[config.mk]
export PLATFORM = sky130hd
export DESIGN_NAME = postfix_stack_evaluator
export DESIGN_NICKNAME = d
export VERILOG_FILES = /design/src/rtl/pse_pkg.sv /design/src/rtl/pse_stack_ram.sv /design/src/rtl/pse_alu.sv /design/src/rtl/postfix_stack_evaluator.sv
export SDC_FILE = /design/constraint.sdc
export NUM_CORES = 2
export LEC_CHECK = 0
export BUFFER_PORTS_ARGS = -buffer_cell sky130_fd_sc_hd__buf_2
export CAP_MARGIN = 0
export CORE_MARGIN = 5
export CORE_UTILIZATION = 60
export CTS_CLUSTER_DIAMETER = 30
export DETAILED_ROUTE_END_ITERATION = 10
export PLACE_DENSITY = 0.76
export SLEW_MARGIN = 20
export SYNTH_ARGS = -nofsm -noshare
export SYNTH_HDL_FRONTEND = slang
export SYNTH_SLANG_ARGS = --single-unit
export TNS_END_PERCENT = 30
[constraint.sdc]
create_clock -name clk -period 11.6 [get_ports clk]
set_clock_uncertainty 0.15 [all_clocks]
set_input_delay 2.9 -clock clk [delete_from_list [all_inputs] [get_ports clk]]
set_output_delay 2.9 -clock clk [all_outputs]
set_load 0.05 [all_outputs]
[src/rtl/pse_pkg.sv]
// Shared types and constants for the postfix stack evaluator.
// No dependencies; imported by the ALU, the top level and the testbench.
package pse_pkg;

  localparam int STACK_DEPTH_DEF = 64;
  localparam int VALUE_WIDTH_DEF = 32;

  // Stream payload widths
  localparam int IN_DATA_W  = 32;  // operand_value
  localparam int IN_USER_W  = 4;   // action, operator_code
  localparam int OUT_DATA_W = 40;  // top_value, stack_depth, zero pad
  localparam int OUT_USER_W = 2;   // status
  localparam int TOP_W      = 32;
  localparam int DEPTH_W    = 7;

  // Token kinds; code 3 is a no-op
  localparam logic [1:0] ACT_PUSH  = 2'd0;
  localparam logic [1:0] ACT_OPER  = 2'd1;
  localparam logic [1:0] ACT_CLEAR = 2'd2;

  typedef enum logic [1:0] {
    OP_ADD = 2'd0,
    OP_SUB = 2'd1,
    OP_MUL = 2'd2,
    OP_DIV = 2'd3
  } op_t;

  typedef enum logic [1:0] {
    ST_OK      = 2'd0,
    ST_UNDER   = 2'd1,
    ST_OVER    = 2'd2,
    ST_DIVZERO = 2'd3
  } status_t;

  typedef enum logic [1:0] {
    S_IDLE,
    S_EXEC,
    S_WAIT,
    S_RESP
  } ctrl_state_t;

  typedef enum logic [1:0] {
    A_IDLE,
    A_MUL,
    A_DIV,
    A_DONE
  } alu_state_t;

  typedef struct packed {
    logic start;
    op_t  op;
  } alu_req_t;

endpackage

[src/rtl/pse_stack_ram.sv]
// Stack storage: one write port, one read port, registered read data.
// Depends on nothing; instantiated by the top level.
module pse_stack_ram #(
  parameter int DEPTH = 64,
  parameter int WIDTH = 32
) (
  input  logic                     clk,
  input  logic                     we,
  input  logic [$clog2(DEPTH)-1:0] waddr,
  input  logic [WIDTH-1:0]         wdata,
  input  logic [$clog2(DEPTH)-1:0] raddr,
  output logic [WIDTH-1:0]         rdata
);

  logic [WIDTH-1:0] mem [DEPTH];

  always_ff @(posedge clk) begin
    if (we) begin
      mem[waddr] <= wdata;
    end
  end

  always_ff @(posedge clk) begin
    rdata <= mem[raddr];
  end

endmodule

[src/rtl/pse_alu.sv]
// Arithmetic unit: add/sub, shift-add multiply and restoring
// signed divide at one bit per cycle. Depends on pse_pkg.
module pse_alu #(
  parameter int VALUE_WIDTH = 32
) (
  input  logic                   clk,
  input  logic                   rst,
  input  pse_pkg::alu_req_t      req,
  input  logic [VALUE_WIDTH-1:0] lhs,
  input  logic [VALUE_WIDTH-1:0] rhs,
  output logic                   done,
  output logic [VALUE_WIDTH-1:0] result
);
  import pse_pkg::*;

  localparam int VW = VALUE_WIDTH;
  localparam int CW = $clog2(VW);

  alu_state_t     state, state_next;
  logic [CW-1:0]  cnt;
  logic           last;
  logic           neg;
  logic [VW-1:0]  res;   // product accumulator / quotient
  logic [VW-1:0]  opa;   // multiplicand / divisor magnitude
  logic [VW-1:0]  opb;   // multiplier / dividend bits
  logic [VW-1:0]  rem;
  logic [VW-1:0]  rem_sh;
  logic           fits;
  logic [VW-1:0]  lhs_mag, rhs_mag;

  assign last    = (cnt == CW'(VW - 1));
  assign rem_sh  = {rem[VW-2:0], opb[VW-1]};
  assign fits    = (rem_sh >= opa);
  assign lhs_mag = lhs[VW-1] ? (~lhs + VW'(1)) : lhs;
  assign rhs_mag = rhs[VW-1] ? (~rhs + VW'(1)) : rhs;

  // next state
  always_comb begin
    state_next = state;
    case (state)
      A_IDLE: begin
        if (req.start) begin
          case (req.op)
            OP_MUL:  state_next = A_MUL;
            OP_DIV:  state_next = A_DIV;
            default: state_next = A_DONE;
          endcase
        end
      end
      A_MUL: begin
        if (last) state_next = A_DONE;
      end
      A_DIV: begin
        if (last) state_next = A_DONE;
      end
      A_DONE:  state_next = A_IDLE;
      default: state_next = A_IDLE;
    endcase
  end

  // outputs
  always_comb begin
    done   = (state == A_DONE);
    result = res;
  end

  always_ff @(posedge clk) begin
    if (rst) begin
      state <= A_IDLE;
    end else begin
      state <= state_next;
    end
  end

  always_ff @(posedge clk) begin
    case (state)
      A_IDLE: begin
        cnt <= '0;
        if (req.start) begin
          case (req.op)
            OP_ADD: res <= lhs + rhs;
            OP_SUB: res <= lhs - rhs;
            OP_MUL: begin
              res <= '0;
              opa <= lhs;
              opb <= rhs;
            end
            default: begin
              res <= '0;
              rem <= '0;
              opa <= rhs_mag;
              opb <= lhs_mag;
              neg <= lhs[VW-1] ^ rhs[VW-1];
            end
          endcase
        end
      end
      A_MUL: begin
        cnt <= cnt + CW'(1);
        if (opb[0]) res <= res + opa;
        opa <= {opa[VW-2:0], 1'b0};
        opb <= {1'b0, opb[VW-1:1]};
      end
      A_DIV: begin
        cnt <= cnt + CW'(1);
        opb <= {opb[VW-2:0], 1'b0};
        if (fits) begin
          rem <= rem_sh - opa;
        end else begin
          rem <= rem_sh;
        end
        // final quotient bit lands together with the sign fix
        if (last && neg) begin
          res <= ~{res[VW-2:0], fits} + VW'(1);
        end else begin
          res <= {res[VW-2:0], fits};
        end
      end
      default: ;
    endcase
  end

  // unit must be idle when a request arrives
  assert property (@(posedge clk) disable iff (rst) req.start |-> state == A_IDLE)
    else $error("alu start while busy");

endmodule

[src/rtl/postfix_stack_evaluator.sv]
// Postfix (RPN) integer expression evaluator, one pre-parsed token per transfer.
//
// Input stream (s_axis_*): tdata carries the operand, tuser the token kind
// (push, operator, clear) and the operator code. Output stream (m_axis_*):
// one transfer per token with the top of stack (0 when empty), the depth and
// a status (ok, underflow, overflow, divide by zero). Error tokens leave the
// stack untouched.
//
// Path from accept to result valid: push, clear and error tokens go to the
// response state; operators pass through the execute, wait and response states,
// multiply and divide staying in the wait state while the one-bit-per-cycle
// multiply/divide unit works. One token is in flight at a time; the next one is
// taken once the result is in the output register, so a stalled receiver holds
// one finished result while one more token is worked on, then the input stalls.
//
// The stack lives in a synchronous RAM; the top entry is also held in a
// register so an operator needs only one RAM read (the left operand).
// Reset empties the stack at once; RAM contents are not cleared.
module postfix_stack_evaluator #(
  parameter int STACK_DEPTH = pse_pkg::STACK_DEPTH_DEF,
  parameter int VALUE_WIDTH = pse_pkg::VALUE_WIDTH_DEF
) (
  input  logic                           clk,
  input  logic                           rst,
  input  logic                           s_axis_tvalid,
  output logic                           s_axis_tready,
  input  logic [pse_pkg::IN_DATA_W-1:0]  s_axis_tdata,   // [31:0] operand_value
  input  logic [pse_pkg::IN_USER_W-1:0]  s_axis_tuser,   // [1:0] action, [3:2] operator_code
  output logic                           m_axis_tvalid,
  input  logic                           m_axis_tready,
  output logic [pse_pkg::OUT_DATA_W-1:0] m_axis_tdata,   // [31:0] top_value, [38:32] stack_depth
  output logic [pse_pkg::OUT_USER_W-1:0] m_axis_tuser    // [1:0] status
);
  import pse_pkg::*;

  localparam int VW  = VALUE_WIDTH;
  localparam int AW  = $clog2(STACK_DEPTH);
  localparam int SPW = $clog2(STACK_DEPTH + 1);

  ctrl_state_t       state, state_next;
  logic [SPW-1:0]    sp;          // entry count
  logic [SPW-1:0]    sp_m2;
  logic [VW-1:0]     top_q;       // copy of entry sp-1
  status_t           status_q;
  op_t               op_q;

  logic              in_acc;
  logic [1:0]        in_action;
  op_t               in_op;
  logic              full;
  logic              few;         // fewer than two entries
  logic              div_zero;
  logic              go_alu;
  logic [VW-1:0]     push_val;

  logic              mem_we;
  logic [AW-1:0]     mem_waddr;
  logic [VW-1:0]     mem_wdata;
  logic [VW-1:0]     mem_rdata;

  alu_req_t          alu_req;
  logic              alu_done;
  logic [VW-1:0]     alu_res;

  logic              out_load;
  logic [TOP_W-1:0]  top_ext;
  logic [DEPTH_W-1:0] depth_ext;
  logic [TOP_W-1:0]  out_top;
  logic [DEPTH_W-1:0] out_depth;
  status_t           out_status;

  assign in_action = s_axis_tuser[1:0];
  assign in_op     = op_t'(s_axis_tuser[3:2]);
  assign in_acc    = s_axis_tvalid & s_axis_tready;
  assign full      = (sp == SPW'(STACK_DEPTH));
  assign few       = (sp < SPW'(2));
  assign sp_m2     = sp - SPW'(2);
  assign div_zero  = (in_op == OP_DIV) && (top_q == '0);
  assign go_alu    = (in_action == ACT_OPER) && !few && !div_zero;
  assign out_load  = (state == S_RESP) && (!m_axis_tvalid || m_axis_tready);

  // operand: sign-extend from 32 bits, or keep the low VALUE_WIDTH bits
  // top: sign-extend the stored value, or keep its low 32 bits
  generate
    if (VW > TOP_W) begin : g_wide
      assign push_val = {{(VW - TOP_W){s_axis_tdata[TOP_W-1]}}, s_axis_tdata};
      assign top_ext  = top_q[TOP_W-1:0];
    end else if (VW == TOP_W) begin : g_same
      assign push_val = s_axis_tdata;
      assign top_ext  = top_q;
    end else begin : g_narrow
      assign push_val = s_axis_tdata[VW-1:0];
      assign top_ext  = {{(TOP_W - VW){top_q[VW-1]}}, top_q};
    end
    if (SPW >= DEPTH_W) begin : g_dep_trunc
      assign depth_ext = sp[DEPTH_W-1:0];
    end else begin : g_dep_ext
      assign depth_ext = {{(DEPTH_W - SPW){1'b0}}, sp};
    end
  endgenerate

  pse_stack_ram #(
    .DEPTH (STACK_DEPTH),
    .WIDTH (VW)
  ) u_ram (
    .clk   (clk),
    .we    (mem_we),
    .waddr (mem_waddr),
    .wdata (mem_wdata),
    .raddr (sp_m2[AW-1:0]),
    .rdata (mem_rdata)
  );

  // lhs comes from RAM (read issued at accept), rhs is the cached top
  pse_alu #(
    .VALUE_WIDTH (VW)
  ) u_alu (
    .clk    (clk),
    .rst    (rst),
    .req    (alu_req),
    .lhs    (mem_rdata),
    .rhs    (top_q),
    .done   (alu_done),
    .result (alu_res)
  );

  // next state
  always_comb begin
    state_next = state;
    case (state)
      S_IDLE: begin
        if (in_acc) begin
          state_next = go_alu ? S_EXEC : S_RESP;
        end
      end
      S_EXEC: state_next = S_WAIT;
      S_WAIT: begin
        if (alu_done) state_next = S_RESP;
      end
      S_RESP: begin
        if (out_load) state_next = S_IDLE;
      end
      default: state_next = S_IDLE;
    endcase
  end

  // control outputs
  always_comb begin
    s_axis_tready = (state == S_IDLE);
    alu_req.start = (state == S_EXEC);
    alu_req.op    = op_q;
    mem_we        = 1'b0;
    mem_waddr     = sp[AW-1:0];
    mem_wdata     = push_val;
    if (in_acc && (in_action == ACT_PUSH) && !full) begin
      mem_we = 1'b1;
    end else if ((state == S_WAIT) && alu_done) begin
      // result replaces the left operand
      mem_we    = 1'b1;
      mem_waddr = sp_m2[AW-1:0];
      mem_wdata = alu_res;
    end
  end

  always_ff @(posedge clk) begin
    if (rst) begin
      state         <= S_IDLE;
      sp            <= '0;
      m_axis_tvalid <= 1'b0;
    end else begin
      state <= state_next;
      if (in_acc) begin
        case (in_action)
          ACT_PUSH: begin
            if (!full) sp <= sp + SPW'(1);
          end
          ACT_CLEAR: sp <= '0;
          default: ;
        endcase
      end else if ((state == S_WAIT) && alu_done) begin
        sp <= sp - SPW'(1);
      end
      if (out_load) begin
        m_axis_tvalid <= 1'b1;
      end else if (m_axis_tready) begin
        m_axis_tvalid <= 1'b0;
      end
    end
  end

  // payload registers
  always_ff @(posedge clk) begin
    if (in_acc) begin
      op_q <= in_op;
      case (in_action)
        ACT_PUSH: begin
          if (full) begin
            status_q <= ST_OVER;
          end else begin
            status_q <= ST_OK;
            top_q    <= push_val;
          end
        end
        ACT_OPER: begin
          if (few) begin
            status_q <= ST_UNDER;
          end else if (div_zero) begin
            status_q <= ST_DIVZERO;
          end else begin
            status_q <= ST_OK;
          end
        end
        default: status_q <= ST_OK;
      endcase
    end else if ((state == S_WAIT) && alu_done) begin
      top_q <= alu_res;
    end
    if (out_load) begin
      out_top    <= (sp == '0) ? '0 : top_ext;
      out_depth  <= depth_ext;
      out_status <= status_q;
    end
  end

  assign m_axis_tdata = {{(OUT_DATA_W - TOP_W - DEPTH_W){1'b0}}, out_depth, out_top};
  assign m_axis_tuser = out_status;

  assert property (@(posedge clk) disable iff (rst) sp <= SPW'(STACK_DEPTH))
    else $error("stack pointer past depth");

  assert property (@(posedge clk) disable iff (rst)
      mem_we |-> (state == S_IDLE || state == S_WAIT))
    else $error("stack write outside push or writeback");

  assert property (@(posedge clk) disable iff (rst) alu_done |-> state == S_WAIT)
    else $error("alu result with no operation pending");

  assert property (@(posedge clk) disable iff (rst) in_acc |=> state != S_IDLE)
    else $error("token accepted without being processed");

  assert property (@(posedge clk) disable iff (rst)
      ((state == S_WAIT) && alu_done) |-> sp >= SPW'(2))
    else $error("operator writeback with fewer than two entries");

endmodule

==> run_results.csv <==
group,metric,value,unit
status,status,"finished clean",
layout,num-fill-cells,8960,
clocking,postCtsSetupBuffers,0,
floorplanning,die_w,411,microns
logic_synthesis,synth_ff_type,"edfxtp_1",
clocking,cts-root-buf,"clkbuf_16",
grt,gr-total-overflow,0,
drt,drt-initial-drc-count,8198,
setup_path,reg2reg_slack,5.67,ns
clocking,numCtsBuffers,425,
sta,max_freq,147,MHz
sta,hold_viol,0,
sta,worst_slew_pin_slew,1.24,ns
setup_path,arrival,7.20,ns
pwr,vdd_drop_max,0.000194,V
setup_path,ff2ff_path_depth,10,
logic_synthesis,synth_edf_count,2258,
logic_synthesis,synthMuxAreaShare,15.8,%
logic_synthesis,ys_ff_latch,2302,
logic_synthesis,synth_area,96600,sq um
layout,fin_nets,5714,
setup_path,end_kind,"flip-flop",
setup_path,crit_chain,"buf_2 > nand2_1 > buf_4 > nor2_1 > o211ai_2 > nand3_2 > buf_4 > a21oi_1 > o22ai_1 > nand2b_1 > nor2_4",
floorplanning,dieArea,169000,sq um
sta,hold_ws,0.273,ns
clocking,clk_pin_slew,0.05,ns
drt,drt_first_pass_iters,8,
grt,grt_pass1_vias,56000,
sta,layout_min_cycle_time,6.81,ns
grt,grt_max_degree,142,
floorplanning,initial_core_util,60.2,%
layout,syn2layout_area_growth,19.3,%
setup_path,path_delay_family,"simple AND/OR/NAND/NOR gates",
drt,wl,292000,microns
drt,drc,0,
logic_synthesis,async_flop_share,0,%
setup_path,cpPeakStageDelay,1.07,ns
setup_path,r2r-start,"depth_ext[1]",
logic_synthesis,synthSimpleGateAreaFrac,4.13,%
clocking,cts_resized,0,
placement,gp_congestion,0.917,
clocking,cts_hold_buf,0,
floorplanning,rows,147,
logic_synthesis,synth_cell_type_count,87,
floorplanning,ioPinCount,84,
setup_path,critical_path.slowest_cell,"nor2_4",
min_path,hold_class,"reg2reg",
sta,slew_violations,0,
placement,place_ws,4.17,ns
sta,slew_headroom,17.6,%
logic_synthesis,synth_fa_ha_area_share,1.55,%
setup_path,critPathLaunch,"s_axis_tvalid",
sta,layout_worst_path_cycle_share,58.7,%
logic_synthesis,synth_top_family_by_area,"multiplexers",
setup_path,worst_path_most_repeated_cell,"buf_4",
logic_synthesis,yosys_warnings,0,
logic_synthesis,ys_seq_area_share,71.1,%
setup_path,path_max_fanout,37,
clocking,max-clock-path-buffers,4,
grt,antenna_found_initial,16,
grt,grt_pass1_wl,407000,microns
setup_path,critPathKind,"in2reg",
placement,portBuffers,82,
placement,dp_hpwl,148000,microns
sta,rsz0062_at_grt,"no",
logic_synthesis,synth_xor_area_share,1.81,%
setup_path,path_depth,11,
drt,wl_per_cell,36.2,microns
setup_path,reg2reg_to,"u_ram.mem[20][3]",
clocking,clock-sinks,2302,
setup_path,required,11.99,ns
drt,vias_per_cell,6.96,
pwr,power,29.6,mW
pwr,power_density,257,nW/um^2
setup_path,startpoint_type,"primary input",
setup_path,critPathBufInv,3,
sta,setup_viol,0,
layout,layout-drive-gt1-share,29.0,%
drt,detail-route-antenna-nets,0,
logic_synthesis,syn_nets,5344,
grt,grt_usage,34.0,%
logic_synthesis,avgSynthCellArea,18.6,sq um
clocking,clkLatencyLatePin,0.99,ns
logic_synthesis,synth_compound_area_share,4.18,%
pwr,p_leak,37.8,nW
floorplanning,die_h,411,microns
floorplanning,coreArea,160000,sq um
sta,fin_ws,4.79,ns
clocking,h-tree-depth,5,
setup_path,crit_end,"u_ram.mem[20][3]",
clocking,cts_tree,"yes",
logic_synthesis,postSynthCellCount,5186,
run,timing.max_cap.violations,0,
drt,num_vias,56100,
sta,fin_tns_setup,0,ns
-- cells by family after synthesis --
kind of cell | Yosys count
AOI/OAI and AO/OA | 628
adders and majority gates | 118
and+or+nand+nor | 875
buffers and inverters | 371
xor gates and xnor gates | 200
DFF | 2302
other | 1
muxes | 691
-- stage by stage --
step,utilization [%],area [sq um],std cells
floorplan,-,96600,5186
global placement,62.5,100000,7265
detailed placement,62.7,100000,7272
CTS,71.6,115000,8037
global route,71.9,115000,8054
finish,71.9,115000,8060
-- sequential cells by signal, summed over array words and instances, names as in the netlist --
register and cells:
u_ram.rdata 32, u_alu.opb 32, u_alu.opa 32, u_alu.neg 1, u_alu.state 2, op_q 2
out_top 32, state 2, u_alu.cnt 5, out_depth 7, u_ram.mem 2048, m_axis_tvalid 1
status_q 2, u_alu.result 32, u_alu.rem 31, top_ext 32, m_axis_tuser 2, depth_ext 7
-- worst min-delay path by stage --
| stage | from | endpoint | slack (ns) | depth (start not counted) |
|---|---|---|---|---|
| 2_1_floorplan | status_q[0] | m_axis_tuser[0] | 0.25 | 0 |
| 3_3_place_gp | status_q[0] | m_axis_tuser[0] | 0.28 | 0 |
| 3_5_place_dp | status_q[1] | m_axis_tuser[1] | 0.26 | 0 |
| 4_1_cts | status_q[1] | m_axis_tuser[1] | 0.27 | 0 |
| 5_1_grt | status_q[1] | m_axis_tuser[1] | 0.28 | 0 |
| 6_report | status_q[1] | m_axis_tuser[1] | 0.27 | 0 |
-- synthesized netlist by cell type (52+ instances only) --
library cell     n  area (sq um)
edfxtp_1      2258         67800
mux4_2         664         15000
nand2_1        358          1340
nor2_1         245           920
clkbuf_1       187           702
a21oi_1        173           866
o21ai_0        133           666
xor2_1         130          1140
ha_1           115          1440
inv_1           85           319
buf_1           77           289
xnor2_1         70           613
nor2b_1         52           325
-- layer usage --
| metal | share of wire [%] | vias up | track usage [%] |
|---|---|---|---|
| met3 | 11 | 893 | 8.24 |
| met1 | 34 | 28600 | 43.9 |
| met5 | 0.025 | - | 0 |
| met2 | 49 | 4613 | 54.4 |
| li1 | - | 22000 | - |
| met4 | 6.2 | 10 | 17.9 |
-- area by class of cell --
class	count	area, sq um	area share, %
flip-flops and latches	2302	68700	59.6
multi-input cells	2513	27200	23.6
clock buffers	479	11000	9.57
clock inverters	286	3270	2.84
well taps	2160	2700	2.34
repair buffers	227	2000	1.73
inverters	87	327	0.283
diodes	6	15.0	0.0130
-- cells in the final DEF, fill, tap and decap left out, types with 50 or more instances in the layout --
cell	instances
a21oi_1	172
xnor2_1	69
clkinv_2	68
ha_1	112
nor2b_1	50
mux4_2	664
buf_2	82
edfxtp_1	2258
o21ai_0	129
bufinv_16	60
clkinv_1	56
buf_4	116
inv_1	84
xor2_1	127
nand2_1	327
nor2_4	61
clkbuf_16	431
nor2_1	183
-- where the power goes --
part           total, mW  leakage, nW  internal [mW]  switching (mW)
Clock               12.6         6.91           8.15            4.41
Sequential          10.3         20.8           9.71           0.575
Combinational       6.77         10.1           2.63            4.14
Note: power is estimated with default switching activity, not from simulation.
